==> src/hw/rtl/modular_exponentiation_macros.svh <==
// ----------------------------------------------------------------------------
// modular exponentiation assertion macros
// shared concurrent assertion forms for the modular exponentiation block
// ----------------------------------------------------------------------------
`ifndef MODULAR_EXPONENTIATION_MACROS_SVH
`define MODULAR_EXPONENTIATION_MACROS_SVH

// antecedent implies consequent in the same cycle
`define MODEXP_ASSERT_IMP(label, clk, rst, ante, cons) \
   label: assert property (@(posedge clk) disable iff (rst) (ante) |-> (cons)) \
      else $error("modexp assertion failed");

// antecedent implies consequent in the next cycle
`define MODEXP_ASSERT_NEXT(label, clk, rst, ante, cons) \
   label: assert property (@(posedge clk) disable iff (rst) (ante) |=> (cons)) \
      else $error("modexp assertion failed");

`endif

==> src/hw/rtl/modexp_pkg.sv <==
// ----------------------------------------------------------------------------
// modexp_pkg
// shared types and register indexes of the modular exponentiation block
// ----------------------------------------------------------------------------
package modexp_pkg;

   // configuration register indexes
   typedef enum logic [0:0] {
      CFG_EXPONENT = 1'b0,
      CFG_MODULUS  = 1'b1
   } cfg_index_type;

   // status of the serial modular multiplier
   typedef struct packed {
      logic busy;
      logic done;
   } mm_status_type;

endpackage

==> src/hw/rtl/modexp_mulmod.sv <==
// ----------------------------------------------------------------------------
// modexp_mulmod
// bit-serial add-and-double modular multiplier, one bit of b per cycle
// ----------------------------------------------------------------------------
module modexp_mulmod #(
   parameter int WORD_BITS = 32
) (
   input  logic                         clock,
   input  logic                         reset,
   input  logic                         start,
   input  logic [WORD_BITS-1:0]         a,        // must be below m
   input  logic [WORD_BITS-1:0]         b,
   input  logic [WORD_BITS-1:0]         m,        // nonzero, held during the run
   output modexp_pkg::mm_status_type    status,
   output logic [WORD_BITS-1:0]         result
);

   localparam int CNT_BITS = $clog2(WORD_BITS + 1);

   logic [WORD_BITS-1:0] acc_ff, acc_in;
   logic [WORD_BITS-1:0] a_ff, a_in;
   logic [WORD_BITS-1:0] b_ff, b_in;
   logic [CNT_BITS-1:0]  cnt_ff, cnt_in;
   logic                 busy_ff, busy_in;
   logic                 done_ff, done_in;

   logic [WORD_BITS:0]   dbl;
   logic [WORD_BITS-1:0] dbl_red;
   logic [WORD_BITS:0]   sum;
   logic [WORD_BITS-1:0] sum_red;
   logic [WORD_BITS:0]   m_ext;

   // one step: acc = 2*acc mod m, then add a when the current bit of b is set
   always_comb begin
      m_ext   = {1'b0, m};
      dbl     = {acc_ff, 1'b0};
      dbl_red = (dbl >= m_ext) ? WORD_BITS'(dbl - m_ext) : dbl[WORD_BITS-1:0];
      sum     = {1'b0, dbl_red} + (b_ff[WORD_BITS-1] ? {1'b0, a_ff} : '0);
      sum_red = (sum >= m_ext) ? WORD_BITS'(sum - m_ext) : sum[WORD_BITS-1:0];
   end

   always_comb begin
      acc_in  = acc_ff;
      a_in    = a_ff;
      b_in    = b_ff;
      cnt_in  = cnt_ff;
      busy_in = busy_ff;
      done_in = 1'b0;
      if (start) begin
         acc_in  = '0;
         a_in    = a;
         b_in    = b;
         cnt_in  = CNT_BITS'(WORD_BITS);
         busy_in = 1'b1;
      end else if (busy_ff) begin
         acc_in = sum_red;
         b_in   = {b_ff[WORD_BITS-2:0], 1'b0};
         cnt_in = cnt_ff - CNT_BITS'(1);
         if (cnt_ff == CNT_BITS'(1)) begin
            busy_in = 1'b0;
            done_in = 1'b1;
         end
      end
   end

   always_ff @(posedge clock) begin
      if (reset) begin
         busy_ff <= 1'b0;
         done_ff <= 1'b0;
         cnt_ff  <= '0;
      end else begin
         busy_ff <= busy_in;
         done_ff <= done_in;
         cnt_ff  <= cnt_in;
      end
      acc_ff <= acc_in;
      a_ff   <= a_in;
      b_ff   <= b_in;
   end

   assign status.busy = busy_ff;
   assign status.done = done_ff;
   assign result      = acc_ff;

endmodule

==> src/hw/rtl/modular_exponentiation.sv <==
// run: one modular product reduces the base, then each exponent bit takes a square, and a multiply when the bit is set
// throughput: one word at a time; the next word is taken once the last one is offered
// the products are computed one after another by the bit-serial multiplier
// zero exponent gives 1, zero modulus gives 0, without running the multiplier
// reset: synchronous, active high; exponent and modulus return to 1, pipeline empties
// ----------------------------------------------------------------------------
// modular_exponentiation
// ciphertext ^ exponent mod modulus by msb-first square-and-multiply
// ----------------------------------------------------------------------------
`include "modular_exponentiation_macros.svh"

module modular_exponentiation #(
   parameter int WORD_BITS = 32
) (
   input  logic                                clock,
   input  logic                                reset,
   // request channel
   input  logic                                req_tvalid,
   output logic                                req_tready,
   input  logic [((WORD_BITS+7)/8)*8-1:0]      req_tdata,   // ciphertext
   // response channel
   output logic                                rsp_tvalid,
   input  logic                                rsp_tready,
   output logic [((WORD_BITS+7)/8)*8-1:0]      rsp_tdata,   // plaintext
   // configuration
   input  logic                                csr_wen,
   input  logic [0:0]                          csr_index,
   input  logic [WORD_BITS-1:0]                csr_wdata
);

   localparam int TDATA_BITS = ((WORD_BITS + 7) / 8) * 8;
   localparam int BIT_BITS   = (WORD_BITS > 1) ? $clog2(WORD_BITS) : 1;

   typedef enum logic [2:0] {
      ST_IDLE,
      ST_REDUCE,
      ST_SQUARE,
      ST_MULT,
      ST_FINISH
   } state_type;

   state_type            state_ff, state_in;
   logic [WORD_BITS-1:0] exponent_ff, exponent_in;
   logic [WORD_BITS-1:0] modulus_ff, modulus_in;
   logic [WORD_BITS-1:0] exp_sh_ff, exp_sh_in;
   logic [WORD_BITS-1:0] base_ff, base_in;
   logic [WORD_BITS-1:0] acc_ff, acc_in;
   logic [BIT_BITS-1:0]  bit_ff, bit_in;
   logic                 start_ff, start_in;
   logic                 rsp_valid_ff, rsp_valid_in;
   logic [WORD_BITS-1:0] rsp_data_ff, rsp_data_in;

   logic [WORD_BITS-1:0]      one_mod;
   logic [WORD_BITS-1:0]      mm_a, mm_b;
   logic [WORD_BITS-1:0]      mm_result;
   modexp_pkg::mm_status_type mm_status;
   logic                      req_fire;
   logic                      in_run;
   logic                      in_loop;
   logic                      operands_reduced;

   assign one_mod  = (modulus_ff == WORD_BITS'(1)) ? '0 : WORD_BITS'(1);
   assign req_fire = req_tvalid && req_tready;

   // operand select: reduction of the base is base * 1 with the bits of the base serial
   always_comb begin
      unique case (state_ff)
         ST_REDUCE: begin
            mm_a = one_mod;
            mm_b = base_ff;
         end
         ST_MULT: begin
            mm_a = base_ff;
            mm_b = acc_ff;
         end
         default: begin
            mm_a = acc_ff;
            mm_b = acc_ff;
         end
      endcase
   end

   modexp_mulmod #(
      .WORD_BITS (WORD_BITS)
   ) u_mulmod (
      .clock  (clock),
      .reset  (reset),
      .start  (start_ff),
      .a      (mm_a),
      .b      (mm_b),
      .m      (modulus_ff),
      .status (mm_status),
      .result (mm_result)
   );

   always_comb begin
      state_in     = state_ff;
      exponent_in  = exponent_ff;
      modulus_in   = modulus_ff;
      exp_sh_in    = exp_sh_ff;
      base_in      = base_ff;
      acc_in       = acc_ff;
      bit_in       = bit_ff;
      start_in     = 1'b0;
      rsp_valid_in = rsp_valid_ff;
      rsp_data_in  = rsp_data_ff;

      if (rsp_valid_ff && rsp_tready) begin
         rsp_valid_in = 1'b0;
      end

      if (csr_wen) begin
         unique case (modexp_pkg::cfg_index_type'(csr_index))
            modexp_pkg::CFG_EXPONENT: exponent_in = csr_wdata;
            modexp_pkg::CFG_MODULUS:  modulus_in  = csr_wdata;
            default:                  ;
         endcase
      end

      unique case (state_ff)
         ST_IDLE: begin
            if (req_fire) begin
               base_in   = req_tdata[WORD_BITS-1:0];
               exp_sh_in = exponent_ff;
               bit_in    = BIT_BITS'(WORD_BITS - 1);
               if (exponent_ff == '0) begin
                  acc_in   = WORD_BITS'(1);
                  state_in = ST_FINISH;
               end else if (modulus_ff == '0) begin
                  acc_in   = '0;
                  state_in = ST_FINISH;
               end else begin
                  start_in = 1'b1;
                  state_in = ST_REDUCE;
               end
            end
         end
         ST_REDUCE: begin
            if (mm_status.done) begin
               base_in  = mm_result;
               acc_in   = one_mod;
               start_in = 1'b1;
               state_in = ST_SQUARE;
            end
         end
         ST_SQUARE, ST_MULT: begin
            if (mm_status.done) begin
               acc_in = mm_result;
               if (state_ff == ST_SQUARE && exp_sh_ff[WORD_BITS-1]) begin
                  start_in = 1'b1;
                  state_in = ST_MULT;
               end else begin
                  // move on to the next exponent bit
                  exp_sh_in = exp_sh_ff << 1;
                  if (bit_ff == '0) begin
                     state_in = ST_FINISH;
                  end else begin
                     bit_in   = bit_ff - BIT_BITS'(1);
                     start_in = 1'b1;
                     state_in = ST_SQUARE;
                  end
               end
            end
         end
         ST_FINISH: begin
            if (!rsp_valid_ff || rsp_tready) begin
               rsp_valid_in = 1'b1;
               rsp_data_in  = acc_ff;
               state_in     = ST_IDLE;
            end
         end
         default: state_in = ST_IDLE;
      endcase
   end

   always_ff @(posedge clock) begin
      if (reset) begin
         state_ff     <= ST_IDLE;
         exponent_ff  <= WORD_BITS'(1);
         modulus_ff   <= WORD_BITS'(1);
         start_ff     <= 1'b0;
         rsp_valid_ff <= 1'b0;
      end else begin
         state_ff     <= state_in;
         exponent_ff  <= exponent_in;
         modulus_ff   <= modulus_in;
         start_ff     <= start_in;
         rsp_valid_ff <= rsp_valid_in;
      end
      exp_sh_ff   <= exp_sh_in;
      base_ff     <= base_in;
      acc_ff      <= acc_in;
      bit_ff      <= bit_in;
      rsp_data_ff <= rsp_data_in;
   end

   assign req_tready = (state_ff == ST_IDLE);
   assign rsp_tvalid = rsp_valid_ff;
   assign rsp_tdata  = TDATA_BITS'(rsp_data_ff);

   assign in_loop          = (state_ff == ST_SQUARE) || (state_ff == ST_MULT);
   assign in_run           = in_loop || (state_ff == ST_REDUCE);
   assign operands_reduced = (acc_ff < modulus_ff) && (base_ff < modulus_ff);

   `MODEXP_ASSERT_IMP(a_done_in_run, clock, reset, mm_status.done, in_run)
   `MODEXP_ASSERT_IMP(a_acc_reduced, clock, reset, in_loop, operands_reduced)
   `MODEXP_ASSERT_NEXT(a_start_runs, clock, reset, start_ff, (mm_status.busy && !mm_status.done))

endmodule
==> config.mk <==
export PLATFORM = sky130hd
export DESIGN_NAME = modular_exponentiation
export DESIGN_NICKNAME = d
export VERILOG_FILES = /design/src/hw/rtl/modexp_pkg.sv /design/src/hw/rtl/modexp_mulmod.sv /design/src/hw/rtl/modular_exponentiation.sv
export VERILOG_INCLUDE_DIRS = /design/src /design/src/hw/rtl
export SDC_FILE = /design/constraint.sdc
export NUM_CORES = 1
export LEC_CHECK = 0
export ABC_AREA = 1
export BUFFER_PORTS_ARGS = -buffer_cell sky130_fd_sc_hd__buf_4
export CAP_MARGIN = 30
export CORE_UTILIZATION = 34
export DETAILED_ROUTE_END_ITERATION = 10
export PLACE_DENSITY = 0.53
export SETUP_SLACK_MARGIN = 0.15
export SLEW_MARGIN = 15
export SYNTH_ARGS = -nofsm -noshare
export SYNTH_HDL_FRONTEND = slang
export SYNTH_SLANG_ARGS = --single-unit
==> constraint.sdc <==
create_clock -name clock -period 5.5 [get_ports clock]
set_clock_uncertainty 0.15 [all_clocks]
set_input_delay 1.1 -clock clock [delete_from_list [all_inputs] [get_ports clock]]
set_output_delay 1.1 -clock clock [all_outputs]
set_load 0.01 [all_outputs]
==> flow_summary.json, run 1 <==
{
  "slowest_stage": "fa_2",
  "dp.cells": 3803,
  "period_minus_slack_ps": 5311,
  "worst_skew_pair.late_latency_ps": 570,
  "hpwl_um": 54080,
  "crit_arrival_ps": 5610,
  "path_clk_slew_ps": 50,
  "ys_warn_count": 0,
  "cts-root-buf": "clkbuf_16",
  "final_cells": 3941,
  "regArea_um2": 8128,
  "rsz0062_at_grt": "yes",
  "crit_fanout": 18,
  "cts_made_buffers": 35,
  "drc": 0,
  "timing.final.crit_share": 0.9656,
  "slew_viol_final": 0,
  "n_antenna_cell": 0,
  "required_ps": 5800,
  "maxCapViolCount": 0,
  "worst_pin_slew_ps": 858.9,
  "final_cell_mix": "nand2_1, buf_4, inv_1",
  "layout_commonest_cell": "nand2_1",
  "core_um2": 55520,
  "layout-drive-gt1-share": 0.3890,
  "placed_cell_area_um2": 24000,
  "min_from": "exponent_ff[4]",
  "drtPass1Iterations": 5,
  "ant_nets": 0,
  "clock.fmax_ghz": 0.1883,
  "chipWidth_um": 239.8,
  "cp-end-kind": "flip-flop",
  "grt_pass1_wl_um": 105400,
  "grt-ovfl-total": 0,
  "synth.distinct_cells": 52,
  "dieArea_um2": 57490,
  "routedWlPerCell_um": 18.16,
  "hold_violations": 0,
  "die_y_um": 239.8,
  "synthFlopType": "edfxtp_1",
  "start_util": 0.3462,
  "viasPerCell": 4.948,
  "synthArstFlopShare": 0,
  "fillers": 5244,
  "clockBufferDepth": 3,
  "setup.worst_path.class": "flip-flop to flip-flop",
  "syn2layout_area_growth_pct": 51.13,
  "rr_startpoint": "modulus_ff[2]",
  "fin_nets": 3338,
  "final_cell_area_um2": 29050,
  "syn_nets": 2763,
  "grt_pass1_vias": 18880,
  "synth_area_um2": 19220,
  "min_to": "exponent_ff[4]",
  "routed_wirelength_um": 71580,
  "worst_r2r_endpoint": "u_mulmod.result[0]",
  "slew_headroom": 0.4274,
  "cts_tree": "done",
  "status": "finished clean",
  "cp_slowest_stage_delay_ps": 370,
  "r2r_cells": 35,
  "gp_congestion": 0.9652,
  "hold_path_depth": 2,
  "grt_max_degree": 78,
  "hold_path_class": "flip-flop to flip-flop",
  "cts_sinks": 306,
  "vias": 19500,
  "synth-seq-area-share": 0.4212,
  "drt_first_iter_violations": 1283,
  "multi_input_area_um2": 12460,
  "avgSynthCellArea_um2": 7.419,
  "rows": 86,
  "r2r_slack_ps": 190,
  "htree_levels": 2,
  "synth_edf_count": 197,
  "io_buffers": 103,
  "grt_antenna_before_repair": 0,
  "synthCells": 2591,
  "ys_seq_elements": 306,
  "setup_viol": 0,
  "grt.total_usage": 0.2387,
  "start_kind": "flip-flop",
  "ioPinCount": 104
}
per-stage QoR:
step | utilization | TNS [ps] | hold WS (ps) | worst slack (ps)
after floorplan | - | 0 | 289.7 | 460.7
after global placement | 0.4310 | -14270 | 304.5 | -509.1
after detailed placement | 0.4322 | -15260 | 310.9 | -537.4
after CTS | 0.4722 | 0 | 318.7 | 78.52
after global routing | 0.5232 | -693.8 | 337.3 | -75.58
final | 0.5232 | 0 | 315.4 | 189.4
critical path, delay by kind of cell, from the launching register on:
kind            cells  cell delay (ps)
simple gates       19             2110
buf+inv            10             1140
fa+ha+maj           4             1130
flops               1              330
compound gates      1              170
xor+xnor            1              160
per-layer routing:
layer  track usage  share of wire  routed length, µm
met1        0.3350           0.46              32820
met5             0              0                  0
met4       0.07595          0.034               2411
met2        0.3814           0.46              32940
met3       0.02651          0.048               3411
state kept, by name (all words and copies together) (netlist names), 3 cells and up:
signal / count
acc_ff: 32
base_ff: 32
bit_ff: 5
exp_sh_ff: 32
exponent_ff: 32
modulus_ff: 32
rsp_tdata: 32
state_ff: 3
u_mulmod.a_ff: 32
u_mulmod.b_ff: 32
u_mulmod.cnt_ff: 6
u_mulmod.result: 32
worst max-delay path by stage:
stage | start | endpoint | slack, ps | depth (start not counted)
6_report | modulus_ff[2] | u_mulmod.result[0] | 190 | 35
5_1_grt | modulus_ff[31] | u_mulmod.result[5] | -80 | 37
3_3_place_gp | modulus_ff[4] | u_mulmod.result[28] | -510 | 39
3_5_place_dp | modulus_ff[22] | u_mulmod.result[28] | -540 | 38
4_1_cts | modulus_ff[31] | u_mulmod.result[24] | 80 | 39
2_1_floorplan | modulus_ff[1] | u_mulmod.result[31] | 460 | 42
timing repair:
action | 4_1_cts | 5_1_grt
pin swaps | 44 | 197
endpoints found under the setup margin | 32 | 32
setup buffers | 18 | 45
resized for setup | 180 | 578
hold buffers | 0 | 0
gates cloned | 5 | 5
cells by family after synthesis:
kind of cell | share of synthesized area
flip-flops | 0.4212
AND/OR/NAND/NOR | 0.2508
AO/OA/AOI/OAI | 0.1408
XOR/XNOR | 0.03007
adder cells (fa/ha/maj) | 0.06756
buffers and inverters | 0.08943
cells in the mapped netlist, drive strengths merged (11+ instances only):
| master | number | area (µm²) |
|---|---|---|
| a21oi | 177 | 904.6 |
| o21ai | 269 | 1346 |
| edfxtp | 197 | 5916 |
| o21bai | 17 | 127.6 |
| nor3 | 22 | 115.1 |
| buf | 23 | 148.9 |
| nand4 | 17 | 121.4 |
| inv | 359 | 1348 |
| xnor2 | 35 | 306.5 |
| ha | 99 | 1239 |
| clkbuf | 56 | 211.5 |
| a22o | 14 | 122.6 |
| nor4 | 11 | 68.82 |
| xor2 | 31 | 271.5 |
| nand2 | 736 | 2795 |
| nor2 | 229 | 893.3 |
| nand3 | 139 | 695.7 |
| dfxtp | 109 | 2182 |
final cells by class:
| cell class | count | share of cell area |
|---|---|---|
| clock buffer | 41 | 0.03092 |
| inverter | 362 | 0.04755 |
| tap | 748 | 0.03222 |
| timing repair buffer | 614 | 0.1707 |
| multi-input combinational | 1847 | 0.4290 |
| sequential | 306 | 0.2798 |
| clock inverter | 23 | 0.009906 |
Power of run 1 is not shown: default switching activity piles up to over one toggle a cycle in this logic, so the estimate is an artifact.
==> inputs of run 2 (changes only) <==
--- a/config.mk
+++ b/config.mk
@@ -7,6 +7,7 @@
 export NUM_CORES = 1
 export LEC_CHECK = 0
 export ABC_AREA = 1
+export ABC_CLOCK_PERIOD_IN_PS = 5500
 export BUFFER_PORTS_ARGS = -buffer_cell sky130_fd_sc_hd__buf_4
 export CAP_MARGIN = 30
 export CORE_UTILIZATION = 34
@@ -16,4 +17,5 @@
 export SLEW_MARGIN = 15
 export SYNTH_ARGS = -nofsm -noshare
 export SYNTH_HDL_FRONTEND = slang
+export SYNTH_HIERARCHICAL = 1
 export SYNTH_SLANG_ARGS = --single-unit
==> run 2 against run 1 <==
  * Global-route usage down 1.2 points
  * Design area decreased by 4.0%
  * Synthesized cell count up 15%
  * Critical path depth up 2
  * Final cell count increased by 9.1%
  * Via count grew 3.6%
  * Sequential share of layout area is 1.1 points higher
  * Worst hold slack lost 21 ps
==> flow_summary.json, run 2 <==
{
  "endpoint": "u_mulmod/result[3]",
  "crit_fanout": 30,
  "cts_tree": "done",
  "routedWlPerCell_um": 16.60,
  "ant_nets": 0,
  "path_clk_slew_ps": 60,
  "layout_commonest_cell": "nand2_1",
  "start_kind": "flip-flop",
  "die_y_um": 248.8,
  "cp-startpoint": "modulus_ff[28]",
  "grt_max_degree": 69,
  "hold_path_class": "flip-flop to flip-flop",
  "hpwl_um": 56540,
  "r2r_cells": 37,
  "path_common_cell": "nand2_1",
  "gp_congestion": 0.9581,
  "timing.final.crit_share": 0.9845,
  "setup_viol": 0,
  "clockBufferDepth": 3,
  "grt_antenna_before_repair": 0,
  "rsz0062_at_grt": "yes",
  "setup.worst_path.class": "flip-flop to flip-flop",
  "crit_arrival_ps": 5750,
  "rr_startpoint": "modulus_ff[28]",
  "syn2layout_area_growth_pct": 34.75,
  "hold_violations": 0,
  "cts_made_buffers": 35,
  "final_cell_mix": "nand2_1, buf_4, inv_1",
  "clock.fmax_ghz": 0.1847,
  "cts-root-buf": "clkbuf_16",
  "grt_pass1_wl_um": 108600,
  "syn_nets": 3163,
  "final_cell_area_um2": 27900,
  "grt-ovfl-total": 0,
  "slew_viol_final": 0,
  "dieArea_um2": 61890,
  "grt_pass1_vias": 19490,
  "grt.total_usage": 0.2272,
  "cp-end-kind": "flip-flop",
  "final_cells": 4298,
  "chipWidth_um": 248.8,
  "io_buffers": 103,
  "drtPass1Iterations": 6,
  "core_um2": 60250,
  "placed_cell_area_um2": 25330,
  "fin_nets": 3664,
  "worst_r2r_endpoint": "u_mulmod/result[3]",
  "period_minus_slack_ps": 5415,
  "vias": 20200,
  "start_util": 0.3437,
  "worst_skew_pair.late_latency_ps": 550,
  "status": "finished clean",
  "synthCells": 2990,
  "drc": 0,
  "fillers": 6206,
  "slew_headroom": 0.3738,
  "dp.cells": 4218,
  "ys_warn_count": 6,
  "rows": 90,
  "avgSynthCellArea_um2": 6.925,
  "viasPerCell": 4.700,
  "drt_first_iter_violations": 1362,
  "ioPinCount": 104,
  "cts_sinks": 306,
  "synth_area_um2": 20700,
  "ctsHoldBuffers": 0,
  "fin_util": 0.4631,
  "maxCapViolCount": 0,
  "worst_pin_slew_ps": 939.3,
  "required_ps": 5840,
  "layout-drive-gt1-share": 0.2575,
  "slowest_stage": "fa_2",
  "cp_slowest_stage_delay_ps": 350,
  "routed_wirelength_um": 71360,
  "htree_levels": 2,
  "r2r_slack_ps": 90
}
-- run 2: through the flow --
stage	setup WS, ps	hold slack [ps]	setup TNS [ps]
6_report	85.01	294.7	0
2_1_floorplan	727.1	276.4	0
4_1_cts	111.1	294.0	0
5_1_grt	-182.4	309.6	-4846
3_5_place_dp	-302.2	285.8	-8178
3_3_place_gp	-271.8	282.1	-7050
-- run 2: final cells by class --
cell class / count / area, µm² / share of cell area
repair buffers: 546 / 4272 / 0.1531
diodes: 1 / 2.502 / 0.00008969
well taps: 782 / 978.4 / 0.03507
multi-input cells: 2071 / 11400 / 0.4087
flip-flops and latches: 306 / 8109 / 0.2907
clock inverters: 11 / 121.4 / 0.004350
inverters: 531 / 2009 / 0.07202
clock buffers: 50 / 1003 / 0.03597
-- run 2: repair_timing --
| item | 4_1_cts | 5_1_grt |
|---|---|---|
| hold endpoints to repair | 0 | 0 |
| gates cloned | 2 | 2 |
| pin swaps | 14 | 37 |
| buffers inserted | 6 | 8 |
| resized for setup | 147 | 124 |
| setup endpoints to repair | 32 | 32 |
-- run 2: how the worst min path moves through the flow --
stage               startpoint             to  slack (ps)  depth (start not counted)
global placement    acc_ff[17]  rsp_tdata[17]         280                          0
global route        acc_ff[13]  rsp_tdata[13]         310                          0
CTS                 acc_ff[21]  rsp_tdata[21]         290                          0
finish              acc_ff[21]  rsp_tdata[21]         290                          0
detailed placement  acc_ff[17]  rsp_tdata[17]         290                          0
floorplan           acc_ff[10]  rsp_tdata[10]         280                          0
-- run 2: worst max-delay path: cells and delay by family (launching register included) --
kind | cells | cell delay (ps)
buffers and inverters | 6 | 860
AND/OR/NAND/NOR | 24 | 2430
flip-flops | 1 | 320
adder cells (fa/ha/maj) | 4 | 1050
AO/OA/AOI/OAI | 3 | 520
-- run 2: per-layer routing --
| layer | vias to the layer above | share of wire | global-route usage |
|---|---|---|---|
| li1 | 10420 | - | - |
| met1 | 9282 | 0.47 | 0.3101 |
| met2 | 434 | 0.46 | 0.3772 |
| met3 | 70 | 0.048 | 0.02905 |
| met4 | 0 | 0.024 | 0.06051 |
| met5 | - | 0 | 0 |
Power of run 2 is left out for the same reason.
